<file path="src/hw/rtl/lldh_pkg.sv">
// Shared types, constants and codes for the least-loaded dispatcher.
package lldh_pkg;
   localparam int SLOTS = 16;
   localparam int SLOT_W = (SLOTS > 1) ? $clog2(SLOTS) : 1;
   localparam int CNT_W = $clog2(SLOTS + 1);

   localparam int ID_W = 16;
   localparam int COOK_W = 8;
   localparam int PEND_W = 16;
   localparam int AGE_W = 16;
   localparam int MULT_W = 8;
   localparam int TMO_W = 16;
   localparam int RMV_W = 5;
   localparam int CSR_IDX_W = 2;
   localparam int CSR_DATA_W = 16;

   localparam logic [COOK_W-1:0] COOKS_RESET = 8'd4;
   localparam logic [MULT_W-1:0] MULT_RESET = 8'd2;
   localparam logic [TMO_W-1:0] TMO_RESET = 16'd1000;

   localparam logic [CSR_IDX_W-1:0] REG_COOKS = 2'd0;
   localparam logic [CSR_IDX_W-1:0] REG_MULT = 2'd1;
   localparam logic [CSR_IDX_W-1:0] REG_TMO = 2'd2;

   typedef enum logic [2:0] {
      OP_DISPATCH = 3'd0,
      OP_DONE = 3'd1,
      OP_REPORT = 3'd2,
      OP_HEARTBEAT = 3'd3,
      OP_TICK = 3'd4,
      OP_EXIT = 3'd5
   } op_type;

   localparam logic [1:0] OUT_OK = 2'd0;
   localparam logic [1:0] OUT_FULL = 2'd1;
   localparam logic [1:0] OUT_UNKNOWN = 2'd2;

   typedef struct packed {
      logic [2:0] op;
      logic [ID_W-1:0] worker_id;
      logic [COOK_W-1:0] report_cooks;
      logic [PEND_W-1:0] report_pending;
   } req_type;

   typedef struct packed {
      logic [ID_W-1:0] assigned_id;
      logic created;
      logic [1:0] outcome;
      logic [RMV_W-1:0] removed_count;
   } rsp_type;

   typedef struct packed {
      logic [COOK_W-1:0] cooks;
      logic [MULT_W-1:0] mult;
      logic [TMO_W-1:0] tmo;
   } cfg_type;
endpackage

</file>
<file path="src/hw/rtl/lldh_req_if.sv">
// Valid/ready channel interfaces for request and response items.
interface lldh_req_if;
   logic valid;
   logic ready;
   lldh_pkg::req_type data;
   modport source (output valid, output data, input ready);
   modport sink (input valid, input data, output ready);
endinterface

interface lldh_rsp_if;
   logic valid;
   logic ready;
   lldh_pkg::rsp_type data;
   modport source (output valid, output data, input ready);
   modport sink (input valid, input data, output ready);
endinterface

</file>
<file path="src/hw/rtl/lldh_csr.sv">
// Configuration registers written through the plain write port.
module lldh_csr (
   input logic clock,
   input logic reset,
   input logic csr_we,
   input logic [lldh_pkg::CSR_IDX_W-1:0] csr_index,
   input logic [lldh_pkg::CSR_DATA_W-1:0] csr_wdata,
   output lldh_pkg::cfg_type cfg
);
   lldh_pkg::cfg_type cfg_ff, cfg_in;

   always_comb begin
      cfg_in = cfg_ff;
      if (csr_we) begin
         case (csr_index)
            lldh_pkg::REG_COOKS: cfg_in.cooks = csr_wdata[lldh_pkg::COOK_W-1:0];
            lldh_pkg::REG_MULT: cfg_in.mult = csr_wdata[lldh_pkg::MULT_W-1:0];
            lldh_pkg::REG_TMO: cfg_in.tmo = csr_wdata[lldh_pkg::TMO_W-1:0];
            default: cfg_in = cfg_ff;
         endcase
      end
   end

   always_ff @(posedge clock) begin
      if (reset) begin
         cfg_ff <= '{cooks: lldh_pkg::COOKS_RESET, mult: lldh_pkg::MULT_RESET,
                     tmo: lldh_pkg::TMO_RESET};
      end else begin
         cfg_ff <= cfg_in;
      end
   end

   assign cfg = cfg_ff;
endmodule

</file>
<file path="src/hw/rtl/lldh_engine.sv">
// Slot table and sequencer that walks the slots one at a time, one item at a time.
module lldh_engine (
   input logic clock,
   input logic reset,
   input lldh_pkg::cfg_type cfg,
   lldh_req_if.sink req,
   lldh_rsp_if.source rsp
);
   localparam int S = lldh_pkg::SLOTS;
   localparam int SW = lldh_pkg::SLOT_W;
   localparam int CW = lldh_pkg::CNT_W;
   localparam int PW = lldh_pkg::PEND_W;
   localparam int AW = lldh_pkg::AGE_W;
   localparam int IW = lldh_pkg::ID_W;
   localparam int RW = lldh_pkg::RMV_W;

   typedef enum logic [4:0] {
      ST_IDLE = 5'b00001,
      ST_SCAN = 5'b00010,
      ST_MUL = 5'b00100,
      ST_COMMIT = 5'b01000,
      ST_OUT = 5'b10000
   } state_type;

   logic [S-1:0] valid_ff, valid_in;
   logic [S-1:0] exited_ff;
   logic [IW-1:0] id_ff [S];
   logic [7:0] cooks_ff [S];
   logic [PW-1:0] pend_ff [S];
   logic [AW-1:0] age_ff [S];

   state_type state_ff, state_in;
   lldh_pkg::req_type item_ff, item_in;
   logic [CW-1:0] idx_ff, idx_in;
   logic [RW-1:0] rmv_ff, rmv_in;
   logic best_ok_ff, best_ok_in;
   logic [SW-1:0] best_ff, best_in;
   logic [PW-1:0] best_pend_ff, best_pend_in;
   logic [IW-1:0] best_id_ff, best_id_in;
   logic found_ff, found_in;
   logic [SW-1:0] hit_ff, hit_in;
   logic free_ok_ff, free_ok_in;
   logic [SW-1:0] free_ff, free_in;
   logic [IW-1:0] next_id_ff, next_id_in;
   logic [15:0] cap_ff, cap_in;
   lldh_pkg::rsp_type out_ff, out_in;
   logic out_v_ff, out_v_in;

   logic [SW-1:0] cur;
   logic cur_live, cur_drop, cur_q;
   logic [IW-1:0] nid;

   assign cur = idx_ff[SW-1:0];
   assign cur_drop = valid_ff[cur] &&
      (exited_ff[cur] || (age_ff[cur] > cfg.tmo));
   assign cur_live = valid_ff[cur] && !cur_drop;
   assign cur_q = cur_live && ({16'd0, pend_ff[cur]} < {16'd0, cap_ff});
   assign nid = (next_id_ff == {IW{1'b1}}) ? IW'(1) : next_id_ff + IW'(1);

   assign req.ready = (state_ff == ST_IDLE) && !out_v_ff;
   assign rsp.valid = out_v_ff;
   assign rsp.data = out_ff;

   always_comb begin
      state_in = state_ff;
      item_in = item_ff;
      idx_in = idx_ff;
      rmv_in = rmv_ff;
      best_ok_in = best_ok_ff;
      best_in = best_ff;
      best_pend_in = best_pend_ff;
      best_id_in = best_id_ff;
      found_in = found_ff;
      hit_in = hit_ff;
      free_ok_in = free_ok_ff;
      free_in = free_ff;
      cap_in = cap_ff;
      out_in = out_ff;
      out_v_in = out_v_ff;
      valid_in = valid_ff;
      if (out_v_ff && rsp.ready) begin
         out_v_in = 1'b0;
      end
      case (state_ff)
         ST_IDLE: begin
            if (req.valid && req.ready) begin
               item_in = req.data;
               idx_in = '0;
               rmv_in = '0;
               best_ok_in = 1'b0;
               found_in = 1'b0;
               free_ok_in = 1'b0;
               state_in = ST_MUL;
            end
         end
         ST_MUL: begin
            cap_in = 16'(cooks_ff[cur]) * 16'(cfg.mult);
            state_in = ST_SCAN;
         end
         ST_SCAN: begin
            if (item_ff.op == 3'(lldh_pkg::OP_DISPATCH)) begin
               if (cur_drop) begin
                  valid_in[cur] = 1'b0;
                  if (rmv_ff != {RW{1'b1}}) rmv_in = rmv_ff + RW'(1);
               end
               if (!cur_live && !free_ok_ff) begin
                  free_ok_in = 1'b1;
                  free_in = cur;
               end
               if (cur_q && (!best_ok_ff || pend_ff[cur] < best_pend_ff ||
                   (pend_ff[cur] == best_pend_ff && id_ff[cur] < best_id_ff))) begin
                  best_ok_in = 1'b1;
                  best_in = cur;
                  best_pend_in = pend_ff[cur];
                  best_id_in = id_ff[cur];
               end
            end else if (!found_ff && valid_ff[cur] && id_ff[cur] == item_ff.worker_id) begin
               found_in = 1'b1;
               hit_in = cur;
            end
            if (idx_ff == CW'(S - 1)) begin
               state_in = ST_COMMIT;
            end else begin
               idx_in = idx_ff + CW'(1);
               state_in = ST_MUL;
            end
         end
         ST_COMMIT: begin
            out_in = '0;
            case (item_ff.op)
               3'(lldh_pkg::OP_DISPATCH): begin
                  out_in.removed_count = rmv_ff;
                  if (best_ok_ff) begin
                     out_in.assigned_id = best_id_ff;
                  end else if (free_ok_ff) begin
                     valid_in[free_ff] = 1'b1;
                     out_in.assigned_id = next_id_ff;
                     out_in.created = 1'b1;
                  end else begin
                     out_in.outcome = lldh_pkg::OUT_FULL;
                  end
               end
               3'(lldh_pkg::OP_DONE), 3'(lldh_pkg::OP_REPORT),
               3'(lldh_pkg::OP_HEARTBEAT), 3'(lldh_pkg::OP_EXIT): begin
                  if (!found_ff) out_in.outcome = lldh_pkg::OUT_UNKNOWN;
               end
               default: out_in = '0;
            endcase
            out_v_in = 1'b1;
            state_in = ST_OUT;
         end
         ST_OUT: begin
            state_in = ST_IDLE;
         end
         default: state_in = ST_IDLE;
      endcase
   end

   assign next_id_in = (state_ff == ST_COMMIT && item_ff.op == 3'(lldh_pkg::OP_DISPATCH)
                        && !best_ok_ff && free_ok_ff) ? nid : next_id_ff;

   always_ff @(posedge clock) begin
      if (reset) begin
         state_ff <= ST_IDLE;
         valid_ff <= '0;
         out_v_ff <= 1'b0;
         next_id_ff <= IW'(1);
         idx_ff <= '0;
      end else begin
         state_ff <= state_in;
         valid_ff <= valid_in;
         out_v_ff <= out_v_in;
         next_id_ff <= next_id_in;
         idx_ff <= idx_in;
      end
   end

   always_ff @(posedge clock) begin
      item_ff <= item_in;
      rmv_ff <= rmv_in;
      best_ok_ff <= best_ok_in;
      best_ff <= best_in;
      best_pend_ff <= best_pend_in;
      best_id_ff <= best_id_in;
      found_ff <= found_in;
      hit_ff <= hit_in;
      free_ok_ff <= free_ok_in;
      free_ff <= free_in;
      cap_ff <= cap_in;
      out_ff <= out_in;
      if (state_ff == ST_SCAN && item_ff.op == 3'(lldh_pkg::OP_TICK) &&
          valid_ff[cur] && age_ff[cur] != {AW{1'b1}}) begin
         age_ff[cur] <= age_ff[cur] + AW'(1);
      end
      if (state_ff == ST_COMMIT) begin
         case (item_ff.op)
            3'(lldh_pkg::OP_DISPATCH): begin
               if (best_ok_ff) begin
                  if (pend_ff[best_ff] != {PW{1'b1}}) pend_ff[best_ff] <= pend_ff[best_ff] + PW'(1);
                  age_ff[best_ff] <= '0;
               end else if (free_ok_ff) begin
                  id_ff[free_ff] <= next_id_ff;
                  cooks_ff[free_ff] <= cfg.cooks;
                  pend_ff[free_ff] <= PW'(1);
                  age_ff[free_ff] <= '0;
                  exited_ff[free_ff] <= 1'b0;
               end
            end
            3'(lldh_pkg::OP_DONE): if (found_ff) begin
               if (pend_ff[hit_ff] != '0) pend_ff[hit_ff] <= pend_ff[hit_ff] - PW'(1);
               age_ff[hit_ff] <= '0;
            end
            3'(lldh_pkg::OP_REPORT): if (found_ff) begin
               cooks_ff[hit_ff] <= item_ff.report_cooks;
               pend_ff[hit_ff] <= item_ff.report_pending;
               age_ff[hit_ff] <= '0;
            end
            3'(lldh_pkg::OP_HEARTBEAT): if (found_ff) age_ff[hit_ff] <= '0;
            3'(lldh_pkg::OP_EXIT): if (found_ff) exited_ff[hit_ff] <= 1'b1;
            default: ;
         endcase
      end
   end
endmodule

</file>
<file path="src/hw/rtl/least_loaded_dispatcher_heartbeat.sv">
// Top level of the least-loaded dispatcher with heartbeat supervision.
// Usage:
//   req channel carries one command item (dispatch, completion, report,
//   heartbeat, tick, exit); rsp channel returns exactly one result per item.
//   csr port writes cooks_per_worker (0), load_multiplier (1), stale timeout
//   (2); the user writes only while the block is idle; it is not enforced.
// Sequence:
//   every item walks the slot table one slot at a time (capacity multiply,
//   then compare); a commit state then registers the result on rsp, and an
//   out state returns to idle, where the next item is taken once rsp_ready
//   has drained the result; the shared multiplier and the one-slot compare
//   set this pace.
//   req_ready is low while an item is in flight or a result waits.
// Reset:
//   synchronous; empties the table, sets next id to 1 and the registers to
//   their defaults. No clearing pass is needed.
// Stall:
//   a result holds on rsp until taken; no new item is accepted meanwhile.
module least_loaded_dispatcher_heartbeat (
   input logic clock,
   input logic reset,
   lldh_req_if.sink req_ch,
   lldh_rsp_if.source rsp_ch,
   input logic csr_we,
   input logic [lldh_pkg::CSR_IDX_W-1:0] csr_index,
   input logic [lldh_pkg::CSR_DATA_W-1:0] csr_wdata
);
   lldh_pkg::cfg_type cfg;

   lldh_csr u_csr (
      .clock(clock), .reset(reset), .csr_we(csr_we), .csr_index(csr_index),
      .csr_wdata(csr_wdata), .cfg(cfg)
   );

   lldh_engine u_engine (
      .clock(clock), .reset(reset), .cfg(cfg), .req(req_ch), .rsp(rsp_ch)
   );
endmodule

</file>
<file path="src/flat_wrapper.sv">
// flat-port wrapper written by rule: the top's interface ports become plain ports
module least_loaded_dispatcher_heartbeat_flat 
  (clock, reset, csr_we, csr_index, csr_wdata, req_ch_valid, req_ch_data, req_ch_ready, rsp_ch_valid, rsp_ch_data, rsp_ch_ready);
  lldh_req_if req_ch_i ();
  lldh_rsp_if rsp_ch_i ();
  input logic clock;
  input logic reset;
  input logic csr_we;
  input logic [lldh_pkg::CSR_IDX_W-1:0] csr_index;
  input logic [lldh_pkg::CSR_DATA_W-1:0] csr_wdata;
  input wire logic [$bits(req_ch_i.valid)-1:0] req_ch_valid;
  input wire logic [$bits(req_ch_i.data)-1:0] req_ch_data;
  output wire logic [$bits(req_ch_i.ready)-1:0] req_ch_ready;
  output wire logic [$bits(rsp_ch_i.valid)-1:0] rsp_ch_valid;
  output wire logic [$bits(rsp_ch_i.data)-1:0] rsp_ch_data;
  input wire logic [$bits(rsp_ch_i.ready)-1:0] rsp_ch_ready;
  assign req_ch_i.valid = req_ch_valid;
  assign req_ch_i.data = req_ch_data;
  assign req_ch_ready = req_ch_i.ready;
  assign rsp_ch_valid = rsp_ch_i.valid;
  assign rsp_ch_data = rsp_ch_i.data;
  assign rsp_ch_i.ready = rsp_ch_ready;
  least_loaded_dispatcher_heartbeat u_core (.clock(clock), .reset(reset), .req_ch(req_ch_i), .rsp_ch(rsp_ch_i), .csr_we(csr_we), .csr_index(csr_index), .csr_wdata(csr_wdata));
endmodule
</file>
<file path="config.mk">
export PLATFORM = sky130hd
export DESIGN_NAME = least_loaded_dispatcher_heartbeat_flat
export DESIGN_NICKNAME = d
export VERILOG_FILES = /design/src/hw/rtl/lldh_pkg.sv /design/src/hw/rtl/lldh_req_if.sv /design/src/hw/rtl/lldh_csr.sv /design/src/hw/rtl/lldh_engine.sv /design/src/hw/rtl/least_loaded_dispatcher_heartbeat.sv /design/src/flat_wrapper.sv
export SDC_FILE = /design/constraint.sdc
export NUM_CORES = 2
export LEC_CHECK = 0
export ABC_AREA = 1
export BUFFER_PORTS_ARGS = -buffer_cell sky130_fd_sc_hd__buf_2
export CAP_MARGIN = 40
export CORE_UTILIZATION = 44
export CTS_BUF_LIST = sky130_fd_sc_hd__clkbuf_16
export DETAILED_ROUTE_END_ITERATION = 12
export PLACE_DENSITY = 0.63
export SLEW_MARGIN = 0
export SYNTH_ARGS = -nofsm -noshare
export SYNTH_HDL_FRONTEND = slang
export SYNTH_SLANG_ARGS = --single-unit
</file>
<file path="constraint.sdc">
create_clock -name clock -period 5.3 [get_ports clock]
set_input_delay 1.06 -clock clock [delete_from_list [all_inputs] [get_ports clock]]
set_output_delay 1.06 -clock clock [all_outputs]
set_load 0.02 [all_outputs]
</file>
### After elaboration in Yosys (flattened, before gate mapping)

Memories as Yosys holds them, arrays and structs flattened. A register that Yosys moved wholly into a read port is not among the register bits.
Cells that the tools add are included.

| storage, ports and cells | value |
|---|---|
| bits in registers | 226 |
| bits in writable memories | 896 |
| input port bits | 66 |
| logic and storage cells | 260 |
| memories | 4 |

| operators by class | value |
|---|---|
| $add $sub $neg | 6 |
| multiply operators | 1 |
| $lt $le $gt $ge | 10 |
| eq/ne operators | 33 |
| muxes and demuxes | 111 |
| bitwise logic cells | 10 |
| reduce and logical (&&, ||, !) cells | 58 |

Memories:

| memory | depth | width | read ports | clocked after Yosys merged registers in | write ports | RTL line | source |
|---|---|---|---|---|---|---|---|
| u_core.u_engine.age_ff | 16 | 16 | 1 | 1 | 1 | lldh_engine.sv:30 | `logic [AW-1:0] age_ff [S];` |
| u_core.u_engine.id_ff | 16 | 16 | 1 | 1 | 1 | lldh_engine.sv:27 | `logic [IW-1:0] id_ff [S];` |
| u_core.u_engine.pend_ff | 16 | 16 | 3 | 3 | 1 | lldh_engine.sv:29 | `logic [PW-1:0] pend_ff [S];` |
| u_core.u_engine.cooks_ff | 16 | 8 | 1 | 1 | 1 | lldh_engine.sv:28 | `logic [7:0] cooks_ff [S];` |

Operator list:

| cell | number |
|---|---|
| $mux 16 | 18 |
| $reduce_or 16->1 | 5 |
| $mux 4 | 17 |
| $pmux 16 s2 | 2 |
| $mux 1 | 53 |
| $add 16x1->16 const B | 3 |
| $lt 16x16->1 | 3 |
| $and 16x16->16 | 2 |
| $eq 16x16->1 | 2 |
| $ne 16x16->1 const B | 2 |
| $not 16->16 | 2 |
| $or 16x16->16 | 2 |
| $mux 5 | 6 |
| $ne 2x2->1 const B | 13 |
| $logic_and 1x1->1 | 20 |
| $pmux 5 s2 | 2 |
| $pmux 5 s4 | 1 |
| $mux 17 | 1 |
| $eq 16x16->1 const B | 1 |
| $gt 16x16->1 | 1 |
| $mul 8x8->16 | 1 |
| $reduce_bool 16->1 | 1 |
| $sub 16x1->16 const B | 1 |
| $lt 4x5->1 const B | 3 |
| other kinds (34) | 67 |

### Logic depth before layout (Yosys ltp)

| logic depth | value |
|---|---|
| depth after elaboration | 11 |
| gate-level depth with buffers | 32 |

### Hierarchy

Synthesis repeated with hierarchy kept, for this count alone.

| second synthesis, totals | value |
|---|---|
| cell total of the unflattened synthesis | 5506 |
| area total of the unflattened synthesis | 55324.3 um2 |

By module, submodules not included:

| module | instances | cells an instance | area each (um2) | seq. area each (um2) |
|---|---|---|---|---|
| lldh_engine | 1 | 5312 | 53969.3 | 32541.2 |
| lldh_csr | 1 | 194 | 1355.0 | 640.6 |

### Least setup slack after synthesis

Ideal clock, no wire load.

| path | value |
|---|---|
| path type | register to register |
| from | reg (tool-made name) |
| to | reg u_core.u_engine.cap_ff[15] (data pin) |
| library setup time | 0.262 ns |
| arrival time | 5.386 ns |
| required time | 5.038 ns |
| slack | -0.348 ns |
| cell stages (with the launch flop) | 28 |
| path buffers | 5 |
| period minus slack after synthesis | 5.648 ns |
| cell sequence | dfxtp_1 > buf_2 > buf_2 > buf_2 > buf_1 > buf_1 > o221ai_1 > o211ai_1 > nand2_1 > inv_1 > nor2_1 > fa_1 > inv_1 > fa_1 > fa_1 > fa_1 > inv_1 > ha_1 > nand2_1 > o21ai_0 > a21oi_1 > o21bai_1 > a21oi_1 > o21ai_0 > nand2_1 > nand2_1 > a21oi_1 > xor2_1 |

RTL lines:

| what | RTL line | source |
|---|---|---|
| to (signal assigned) | lldh_engine.sv:189 | `cap_ff <= cap_in;` |
| to (decl) | lldh_engine.sv:45 | `logic [15:0] cap_ff, cap_in;` |

==> impl_metrics.env <==
export IMPL_status="finished, final reports clean"
export IMPL_syn_inst=5483
export IMPL_grt_max_degree=218
export IMPL_power_per_cell_area_nw_per_um2=328
export IMPL_dieArea_sq_um=127000
export IMPL_power_uw=20600
export IMPL_first_global_vias=40200
export IMPL_post_place_ws_ps=-2.46
export IMPL_ioPinCount=92
export IMPL_clock_path_buffers=3
export IMPL_place_inst=7110
export IMPL_grt_use_total=0.257
export IMPL_tightest_slew_ps=1210
export IMPL_cts_buffers=120
export IMPL_whs_ps=464
export IMPL_cap_violations=0
export IMPL_syn_to_final_growth_pct=13.8
export IMPL_ant_nets=0
export IMPL_drc=0
export IMPL_wire_per_inst_um=22.8
export IMPL_gp_congestion=0.920
export IMPL_ys_seq_area_frac=0.600
export IMPL_critPathLaunchType="flop"
export IMPL_cts_root_buf="clkbuf_16"
export IMPL_cts_tree="done"
export IMPL_h_tree_depth=3
export IMPL_die_h_um=356
export IMPL_num_rows=129
export IMPL_yosysWarnings=0
export IMPL_finalNonFillerCells=7374
export IMPL_finalHoldViolations=0
export IMPL_reg2reg_to="u_core.u_engine.cap_ff[14]$_DFFE_PP_"
export IMPL_ys_ff_latch=1134
export IMPL_dp_hpwl_um=103000
export IMPL_vias=42800
export IMPL_final_common_cell="edfxtp_1"
export IMPL_dr_pass1_iters=6
export IMPL_via_per_inst=5.81
export IMPL_setup_viol=0
export IMPL_ys_types=56
export IMPL_wl_um=168000
export IMPL_postLayoutSetupSlackWorst_ps=109
export IMPL_cp_arrival_ps=5700
export IMPL_worst_ep_required_time_ps=5810
export IMPL_synth_edf_count=1047
export IMPL_vdd_drop_max_uv=305
export IMPL_min_period_ps=5190
export IMPL_grt_overflow_total=0
export IMPL_n_antenna_cell=0
export IMPL_rsz0062_at_grt="true"
export IMPL_leakage_uw=0.0239
export IMPL_holdPathStages=1
export IMPL_finalClockSkew_ps=57.8
export IMPL_cp_max_fo=8
export IMPL_worstSkewPairLatency_ps=780
export IMPL_hold_end="u_core.u_engine.item_ff[24]$_DFFE_PP_"
export IMPL_io_buffers=91
export IMPL_core_area_sq_um=124000
export IMPL_grt_pass1_wl_um=248000
export IMPL_hold_path_class="in -> reg"
export IMPL_reg2reg_slack_ps=110
export IMPL_cts_sinks=1134
export IMPL_fmax_mhz=193
export IMPL_end_kind="flop"
export IMPL_min_from="req_ch_data[24]"
export IMPL_avgSynthCellArea_sq_um=10.1
export IMPL_slew_viol_final=0
export IMPL_reg2regPathDepth=24
export IMPL_max_slew_margin_rel=0.191
export IMPL_num_nets_final=5843
export IMPL_drive_gt1_frac=0.119
export IMPL_start_util=0.445
export IMPL_layout_common_cells="1,047 x edfxtp_1, 682 x nand2_1, 638 x o21ai_0"
export IMPL_synth_async_reset_ratio=0
export IMPL_finalCritPeriodShare=0.979
export IMPL_drt_iter0_markers=5133
export IMPL_syn_nets=5695
export IMPL_clkTransAtPathRegs_ps=60
export IMPL_fin_util=0.507
export IMPL_netlist_area_sq_um=55300
export IMPL_synth_ff_type="edfxtp_1"
export IMPL_antenna_found_initial=3
export IMPL_timing_worst_setup_path_type="reg -> reg"
export IMPL_fp_dieW_um=356
[report_power, final]
part           leakage [uW]  internal [uW]  switching [uW]
clock network       0.00205           4760            3620
registers            0.0106           9890            61.4
logic                0.0113            789            1530
total                0.0239          15400            5210
[cell families after synthesis]
kind of cell,count (synthesis),synth area share
simple gates,1974,0.152
fa+ha+maj,146,0.0379
compound gates,1344,0.140
flops,1134,0.600
buf+inv,851,0.0638
xor+xnor,34,0.00539
[metal layers]
layer | GRT usage | up-vias | share of wire
met5 | 0 | - | 0.00012
met4 | 0.0918 | 4 | 0.035
met3 | 0.0430 | 361 | 0.088
met2 | 0.417 | 2090 | 0.47
met1 | 0.348 | 20700 | 0.41
li1 | - | 19700 | -
[cells in the mapped netlist, drive strengths merged (5+ instances only)]
| library cell | n | area [sq um] |
|---|---|---|
| edfxtp | 1047 | 31400 |
| nand2 | 700 | 2670 |
| o21ai | 673 | 3380 |
| nor2 | 668 | 2560 |
| inv | 524 | 1970 |
| nand3 | 484 | 2430 |
| a21oi | 301 | 1510 |
| o211ai | 205 | 1560 |
| buf | 180 | 1010 |
| clkbuf | 141 | 529 |
| ha | 110 | 1380 |
| dfxtp | 87 | 1740 |
| o221ai | 83 | 727 |
| o22ai | 37 | 231 |
| fa | 36 | 721 |
| nor3 | 32 | 188 |
| or2 | 27 | 169 |
| nand4 | 25 | 156 |
| xor2 | 25 | 219 |
| and3 | 24 | 150 |
| o21bai | 11 | 82.6 |
| xnor2 | 9 | 78.8 |
| o31ai | 8 | 60.1 |
| a211oi | 7 | 52.6 |
| a31oi | 7 | 43.8 |
| clkinv | 6 | 22.5 |
| nor4 | 6 | 43.8 |
| nor3b | 5 | 37.5 |
[final cells by class]
| cell class | instances | area, sq um |
|---|---|---|
| Fill cell | 10900 | 61200 |
| Tap cell | 1637 | 2050 |
| Clock inverter | 106 | 876 |
| Timing Repair Buffer | 344 | 2810 |
| Sequential cell | 1134 | 33200 |
| Inverter | 530 | 2020 |
| Timing Repair inverter | 3 | 26.3 |
| Multi-Input combinational cell | 3498 | 18900 |
| Clock buffer | 122 | 3050 |
[registers in the layout, indices dropped and copies added (netlist names), 24 cells and up, named ones only]
register and cells:
u_core.u_engine.id_ff 256, u_core.u_engine.cooks_ff 128, u_core.u_engine.pend_ff 256, u_core.u_engine.rsp.data 24, u_core.u_engine.age_ff 256, u_core.u_csr.cfg 32
u_core.u_engine.item_ff 43
[what timing repair did]
item,4_1_cts,5_1_grt
resized for setup,1,90
setup buffers,0,29
hold buffers,0,0
pin swaps,0,44
endpoints found under the setup margin,1,4
cloned,0,6
[worst max-delay path: stages (launching register included)]
cell and delay (ps):
dfxtp_4 510, clkinv_8 140, buf_8 160, nor2_1 130, o22ai_1 110, o211ai_1 170
nand2_1 130, inv_2 150, nor2_1 80, fa_1 510, inv_1 50, fa_1 470
fa_1 500, fa_1 530, inv_2 40, ha_4 220, a21oi_2 140, o21ai_2 70
a21oi_2 140, nor2_1 70, nor2_1 90, o21bai_1 100, a21oi_1 150, o21ai_1 100
xor2_1 160
[worst max path at each step]
stage               start                              endpoint  slack [ps]
detailed placement   flop  u_core.u_engine.cap_ff[15]$_DFFE_PP_          -2
finish               flop  u_core.u_engine.cap_ff[14]$_DFFE_PP_         110
floorplan            flop  u_core.u_engine.cap_ff[15]$_DFFE_PP_           1
global placement     flop  u_core.u_engine.cap_ff[15]$_DFFE_PP_          50
CTS                  flop  u_core.u_engine.cap_ff[15]$_DFFE_PP_          30
global route         flop  u_core.u_engine.cap_ff[15]$_DFFE_PP_         -80
[stage by stage]
step | TNS (ps) | cell area (sq um)
final | 0 | 62900
after global routing | -146 | 62900
after CTS | 0 | 62300
after detailed placement | -2.46 | 58400
after global placement | 0 | 58100
after floorplan | 0 | 55400
Power figures use the tool's default switching activity.
